$ cat src/assert_macros.svh
`ifndef ASSERT_MACROS_SVH
`define ASSERT_MACROS_SVH

// Check a property on every rising edge of clk, off while rst_n is low.
`define ASSERT_CLK(lbl, prop, msg) \
  lbl: assert property (@(posedge clk) disable iff (!rst_n) (prop)) else $error(msg);

// Check that a condition never holds, off while rst_n is low.
`define ASSERT_NEVER(lbl, cond, msg) \
  lbl: assert property (@(posedge clk) disable iff (!rst_n) !(cond)) else $error(msg);

`endif

$ cat src/mppr_pkg.sv
`default_nettype none

package mppr_pkg;

  localparam int SAMPLE_BITS     = 24;
  localparam int PHASE_FRAC_BITS = 16;
  localparam int RATE_BITS       = PHASE_FRAC_BITS + 4;
  localparam int MAX_OUT         = 8;
  localparam int CNT_BITS        = $clog2(MAX_OUT + 1);

  // Phase constants in Q4.16
  localparam logic [RATE_BITS-1:0] PHASE_ONE     = RATE_BITS'(1) << PHASE_FRAC_BITS;
  localparam logic [RATE_BITS-1:0] STEP_MIN      = PHASE_ONE >> 3;
  localparam logic [RATE_BITS-1:0] STEP_MAX      = RATE_BITS'(12) << PHASE_FRAC_BITS;
  localparam logic [RATE_BITS-1:0] PHASE_LIMIT   = RATE_BITS'(13) << PHASE_FRAC_BITS;
  localparam logic [RATE_BITS-1:0] RATE_STEP_RST = RATE_BITS'(3) << PHASE_FRAC_BITS;

  typedef struct packed {
    logic signed [SAMPLE_BITS-1:0] chan_sample;
    logic                          frame_end;
  } in_req_t;

  typedef struct packed {
    logic signed [SAMPLE_BITS-1:0] out_sample;
    logic                          run_last;
  } out_req_t;

endpackage

`default_nettype wire

$ cat src/multichannel_peak_pick_linear_resampler.sv
// Channel   Ports                          Direction  Carries
// in        in_valid/in_ready/in_data      input      chan_sample, frame_end
// out       out_valid/out_ready/out_data   output     out_sample, run_last
// cfg       cfg_we/cfg_wdata               input      rate_step (Q4.16)
//
// A sample inside a frame, or the first frame end, only updates the picks and
// leaves the block in S_IDLE. A later frame end makes N outputs (N from 0 to 8):
// after the accept, each output takes a multiply (S_LOOP), a round-and-add (S_MUL)
// and an output state (S_OUT) on one shared multiplier, then S_LOOP retires the frame;
// the block holds in_ready low until the frame is retired. A stall on out_ready
// holds that output in S_OUT. Reset (rst_n low, synchronous) clears phase,
// picks and the first-frame flag and sets rate_step to 3.0.
`default_nettype none
`include "assert_macros.svh"

module multichannel_peak_pick_linear_resampler (
  input  wire logic                      clk,
  input  wire logic                      rst_n,
  input  wire logic                      in_valid,
  output logic                           in_ready,
  input  wire mppr_pkg::in_req_t         in_data,
  output logic                           out_valid,
  input  wire logic                      out_ready,
  output mppr_pkg::out_req_t             out_data,
  input  wire logic                      cfg_we,
  input  wire logic [mppr_pkg::RATE_BITS-1:0] cfg_wdata
);
  import mppr_pkg::*;

  localparam int DIFF_BITS = SAMPLE_BITS + 1;
  localparam int PROD_BITS = DIFF_BITS + PHASE_FRAC_BITS + 1;
  localparam int SH_BITS   = PROD_BITS - PHASE_FRAC_BITS;
  localparam logic [PROD_BITS-1:0] HALF = PROD_BITS'(1) << (PHASE_FRAC_BITS - 1);

  localparam logic [1:0] S_IDLE = 2'd0;
  localparam logic [1:0] S_LOOP = 2'd1;
  localparam logic [1:0] S_MUL  = 2'd2;
  localparam logic [1:0] S_OUT  = 2'd3;

  logic [1:0]                   state_r, state_nxt;
  logic [RATE_BITS-1:0]         rate_step_r, rate_step_nxt;
  logic [RATE_BITS-1:0]         phase_r, phase_nxt;
  logic signed [SAMPLE_BITS-1:0] prev_r, prev_nxt;
  logic signed [SAMPLE_BITS-1:0] cur_r, cur_nxt;
  logic                         have_prev_r, have_prev_nxt;
  logic [CNT_BITS-1:0]          cnt_r, cnt_nxt;
  logic signed [PROD_BITS-1:0]  prod_r, prod_nxt;
  logic                         out_valid_r, out_valid_nxt;
  out_req_t                     out_data_r, out_data_nxt;

  logic [RATE_BITS-1:0]         step_c;
  logic [RATE_BITS-1:0]         phase_add;
  logic signed [DIFF_BITS-1:0]  diff;
  logic signed [PHASE_FRAC_BITS:0] frac_s;
  logic [DIFF_BITS-1:0]         mag_in, mag_cur;
  logic signed [SAMPLE_BITS-1:0] pick;
  logic [PROD_BITS-1:0]         rnd;
  logic signed [SH_BITS-1:0]    interp;
  logic                         in_acc;

  // Clamp the step where it is used
  always_comb begin
    if (rate_step_r < STEP_MIN) begin
      step_c = STEP_MIN;
    end else if (rate_step_r > STEP_MAX) begin
      step_c = STEP_MAX;
    end else begin
      step_c = rate_step_r;
    end
  end

  // Peak pick on magnitude: only a strictly larger one replaces
  always_comb begin
    mag_in  = in_data.chan_sample[SAMPLE_BITS-1] ? -DIFF_BITS'(in_data.chan_sample)
                                                  : DIFF_BITS'(in_data.chan_sample);
    mag_cur = cur_r[SAMPLE_BITS-1] ? -DIFF_BITS'(cur_r) : DIFF_BITS'(cur_r);
    pick    = (mag_in > mag_cur) ? in_data.chan_sample : cur_r;
  end

  // Shared datapath: difference, multiply, round and add
  assign diff      = DIFF_BITS'(cur_r) - DIFF_BITS'(prev_r);
  assign frac_s    = signed'({1'b0, phase_r[PHASE_FRAC_BITS-1:0]});
  assign rnd       = prod_r + HALF;
  assign interp    = signed'(rnd[PROD_BITS-1:PHASE_FRAC_BITS]) + SH_BITS'(prev_r);
  assign phase_add = phase_r + step_c;
  assign in_acc    = in_valid && in_ready;

  // Sequencer
  always_comb begin
    state_nxt     = state_r;
    rate_step_nxt = cfg_we ? cfg_wdata : rate_step_r;
    phase_nxt     = phase_r;
    prev_nxt      = prev_r;
    cur_nxt       = cur_r;
    have_prev_nxt = have_prev_r;
    cnt_nxt       = cnt_r;
    prod_nxt      = prod_r;
    out_valid_nxt = out_valid_r;
    out_data_nxt  = out_data_r;
    unique case (state_r)
      S_IDLE: begin
        if (in_acc) begin
          cur_nxt = pick;
          if (in_data.frame_end) begin
            if (!have_prev_r) begin
              prev_nxt      = pick;
              cur_nxt       = '0;
              have_prev_nxt = 1'b1;
            end else begin
              cnt_nxt   = '0;
              state_nxt = S_LOOP;
            end
          end
        end
      end
      S_LOOP: begin
        if (phase_r < PHASE_ONE && cnt_r < CNT_BITS'(MAX_OUT)) begin
          prod_nxt  = diff * frac_s;
          state_nxt = S_MUL;
        end else begin
          // Drop one frame of phase and retire the pick
          phase_nxt = (phase_r >= PHASE_ONE) ? phase_r - PHASE_ONE : '0;
          prev_nxt  = cur_r;
          cur_nxt   = '0;
          state_nxt = S_IDLE;
        end
      end
      S_MUL: begin
        out_data_nxt.out_sample = interp[SAMPLE_BITS-1:0];
        out_data_nxt.run_last   = (phase_add >= PHASE_ONE) ||
                                  (cnt_r == CNT_BITS'(MAX_OUT - 1));
        out_valid_nxt = 1'b1;
        phase_nxt     = phase_add;
        cnt_nxt       = cnt_r + CNT_BITS'(1);
        state_nxt     = S_OUT;
      end
      S_OUT: begin
        if (out_ready) begin
          out_valid_nxt = 1'b0;
          state_nxt     = S_LOOP;
        end
      end
      default: state_nxt = S_IDLE;
    endcase
  end

  // Registers
  always_ff @(posedge clk) begin
    if (!rst_n) begin
      state_r     <= S_IDLE;
      rate_step_r <= RATE_STEP_RST;
      phase_r     <= '0;
      prev_r      <= '0;
      cur_r       <= '0;
      have_prev_r <= 1'b0;
      cnt_r       <= '0;
      out_valid_r <= 1'b0;
    end else begin
      state_r     <= state_nxt;
      rate_step_r <= rate_step_nxt;
      phase_r     <= phase_nxt;
      prev_r      <= prev_nxt;
      cur_r       <= cur_nxt;
      have_prev_r <= have_prev_nxt;
      cnt_r       <= cnt_nxt;
      out_valid_r <= out_valid_nxt;
    end
  end

  // Payload, no reset
  always_ff @(posedge clk) begin
    prod_r     <= prod_nxt;
    out_data_r <= out_data_nxt;
  end

  assign in_ready  = (state_r == S_IDLE);
  assign out_valid = out_valid_r;
  assign out_data  = out_data_r;

  // Checks
  `ASSERT_NEVER(a_no_overlap, in_ready && out_valid, "input taken while a request is pending")
  `ASSERT_CLK(a_cnt_bound, cnt_r <= CNT_BITS'(MAX_OUT), "more than eight outputs in one frame")
  `ASSERT_CLK(a_phase_bound, phase_r < PHASE_LIMIT, "phase left its range")
  `ASSERT_CLK(a_last_ends, (out_valid && out_ready && out_data.run_last) |-> ##2 in_ready,
    "frame not retired after its last output")

endmodule

`default_nettype wire

$ cat config.mk
export PLATFORM = sky130hd
export DESIGN_NAME = multichannel_peak_pick_linear_resampler
export DESIGN_NICKNAME = d
export VERILOG_FILES = /design/src/mppr_pkg.sv /design/src/multichannel_peak_pick_linear_resampler.sv
export VERILOG_INCLUDE_DIRS = /design/src /design/src/src
export SDC_FILE = /design/constraint.sdc
export NUM_CORES = 2
export LEC_CHECK = 0
export BUFFER_PORTS_ARGS = -buffer_cell sky130_fd_sc_hd__buf_2
export CAP_MARGIN = 25
export CORE_MARGIN = 2
export CORE_UTILIZATION = 50
export CTS_BUF_LIST = sky130_fd_sc_hd__clkbuf_4 sky130_fd_sc_hd__clkbuf_8
export CTS_CLUSTER_SIZE = 12
export DETAILED_ROUTE_END_ITERATION = 6
export GPL_ROUTABILITY_DRIVEN = 1
export PLACE_DENSITY = 0.65
export SLEW_MARGIN = 20
export SYNTH_ARGS = -nofsm -noshare
export SYNTH_HDL_FRONTEND = slang
export SYNTH_SLANG_ARGS = --single-unit
$ cat constraint.sdc
create_clock -name clk -period 16.7 [get_ports clk]
set_input_delay 1.67 -clock clk [delete_from_list [all_inputs] [get_ports clk]]
set_output_delay 1.67 -clock clk [all_outputs]
set_load 0.01 [all_outputs]
==> results.md <==
- Outcome: finished clean
- Synth cell count leaders: inv_1, fa_1, nand2_1
- Static Leak: 12.50 nW
- Synthesized flop and latch total: 146
- Fin util: 0.5437
- Gr ovfl total: 0
- Finished Layout Cells: 3305
- Syn Inst Count: 2651
- Synthesized Nets: 3279
- Hold Buf Count CTS: 0
- Slew HR: 0.3002
- Number of top-level pins: 77
- Final setup violation count: 0
- Final GP Congestion: 0.9154
- Row cnt: 79
- Register area: 3427 um^2
- Via count: 18400
- Worst setup EP type: flop
- CP most frequent cell: fa_1
- Pwr Total: 1.608 mW
- P&R area growth vs syn: 6.690%
- Slowest stage cell, crit path: fa_1
- Post-synth EDFFs: 50
- Post-route cell area: 25420 um^2
- Pin count of the biggest net entering global routing: 43
- Pre-CTS setup slack: 7.467 ns
- Post-placement cell count: 3271
- FFs w/ async S/R, synth: 0
- Maximum vdd drop: 69.87 uV
- Yosys warns: 0
- Buffers on Ports: 76
- NumNets Final: 3312
- Mapped Area: 23830 um^2
- Synth top area share: 0.3193
- Top Family by Delay on Critical Path: adder cells
- Netlist cell types: 76
- Register area share after synthesis: 0.1437
- Main synth FF type: dfxtp_1
- Clk Latency, worst-skew pair: 0.49 ns
- Avg Inst Size Synth: 8.988 um^2
- Slew Viols, Final: 0
- Dpl cell area: 24970 um^2
- Vias per inst: 5.567
- Hpwl dp: 47490 um
- Clk root buf: clkbuf_8
- Cell Pwr Density: 63.24 nW/um^2
- Total of max-cap violations: 0
- Fillers: 4181
- Max H-tree Level: 4
- Synth area leaders: fa_1, ha_1, dfxtp_1
- Total Wirelength: 62710 um
- Clock slew at reported path FFs: 0.10 ns
- Post-CTS sizing: 0
- Clock tree buffer depth: 2
- Post-CTS Setup Repair Bufs: 0
- RSZ-0062 raised after global routing: false
- Hold Violations, Final: 0
- Crit path required time: 16.93 ns
- Slew @ Worst Pin: 1.049 ns
- GR Util All Layers: 0.2637
- Period utilisation layout: 0.5536
- Worst Setup Start Kind: flop
- Iter 0 DRT Violations: 1235
- Final min period: 9.245 ns
- Setup TNS: 0 ns
- Worst Path Buf+Inv: 5
- Initial Util: 0.5096
- Slowest Stage Delay on Critical Path: 0.52 ns
- Final worst clock skew: 0.02832 ns
- Yosys top cell by area: fa_1
- Drt pass-1 iters: 5
- Min-delay worst type: flop to flop
- F_max: 0.1082 GHz
- DRC: 0
- Worst hold margin: 0.4880 ns
- Num CTS Buffers: 17
- Setup CP Type: flop to flop
- Routed len/inst: 18.97 um
- Multi-input logic area: 18210 um^2
- Post-DRT Antenna Nets: 0
- CTS Sinks: 146
- CTS tree: done
- Most common cell in the netlist: inv_1
- Share of layout cells above drive strength 1: 0.06748
- Core area: 46750 um^2
- Initial antenna violation count: 4
- DIE WIDTH: 222.3 um
- Final WS setup: 7.455 ns
- Number of global-route vias before repair: 19360
- CP Max Fanout: 16
- First-pass GRT wire length: 102800 um
- Chip height: 222.3 um
- Total die area: 49420 um^2
- Arrival time of the worst setup path: 9.47 ns
## power by group
part           internal, mW  switching [mW]  leakage (nW)  total (mW)
combinational         0.255           0.595          11.0       0.850
clock                 0.172           0.153         0.231       0.324
sequential            0.404          0.0298          1.25       0.433
total                 0.830           0.777          12.5        1.61
## path summary, 6_finish.rpt
path / cells after the start / slack, ns / from / to
setup / recovery: 33 / 7.46 / prev_r[1]$_SDFFE_PN0P_ / prod_r[39]$_DFFE_PP_
setup reg to reg: 33 / 7.46 / prev_r[1]$_SDFFE_PN0P_ / prod_r[39]$_DFFE_PP_
hold / removal: 2 / 0.49 / phase_r[13]$_SDFFE_PN0P_ / phase_r[13]$_SDFFE_PN0P_
hold reg to reg: 2 / 0.49 / phase_r[13]$_SDFFE_PN0P_ / phase_r[13]$_SDFFE_PN0P_
## final cells by class
class / count / area share
diodes: 1 / 0.00009844
clock buffers: 20 / 0.01034
clock inverters: 12 / 0.007038
inverters: 501 / 0.07398
multi-input cells: 1903 / 0.7163
flip-flops and latches: 146 / 0.1348
well taps: 607 / 0.02988
repair buffers: 115 / 0.02756
## cells by family (layout without fill, tap and decap cells)
kind of cell / Yosys count / in the layout / share of synthesized area
buffers and inverters: 602 / 648 / 0.09552
other: 2 / 3 / 0.0003152
adder cells (fa/ha/maj): 578 / 578 / 0.4233
flip-flops: 146 / 146 / 0.1437
XOR/XNOR: 154 / 154 / 0.05661
AO/OA/AOI/OAI: 343 / 343 / 0.09915
multiplexers: 47 / 47 / 0.01974
AND/OR/NAND/NOR: 779 / 779 / 0.1617
## cells in the final DEF, fill, tap and decap left out, drive strengths merged, types with 47 or more instances in the layout
cell      n
mux2i    47
dfxtp    96
edfxtp   50
and2    199
xnor2   108
buf     115
fa      380
a21oi    71
nand2   264
nor2    141
ha      198
o21ai    63
inv     505
## flip-flops by register name, summed over array words and instances (netlist names)
register,cells
cnt_r,4
cur_r,24
have_prev_r,1
out_data,25
out_valid,1
phase_r,20
prev_r,24
prod_r,25
rate_step_r,20
state_r,2
## routing by layer
layer  up-vias  part of all wire  track usage
met5         -                 0            0
met3       116             0.070      0.04152
met2       640              0.46       0.4300
met1      9192              0.44       0.3608
li1       8451                 -            -
met4         0             0.029      0.08522
## worst min-delay path, cell delays in order (launching register included)
cell and delay, ns:
dfxtp_1 0.34, nand2_1 0.06, a21oi_1 0.05
Power figures use the tool's default switching activity.
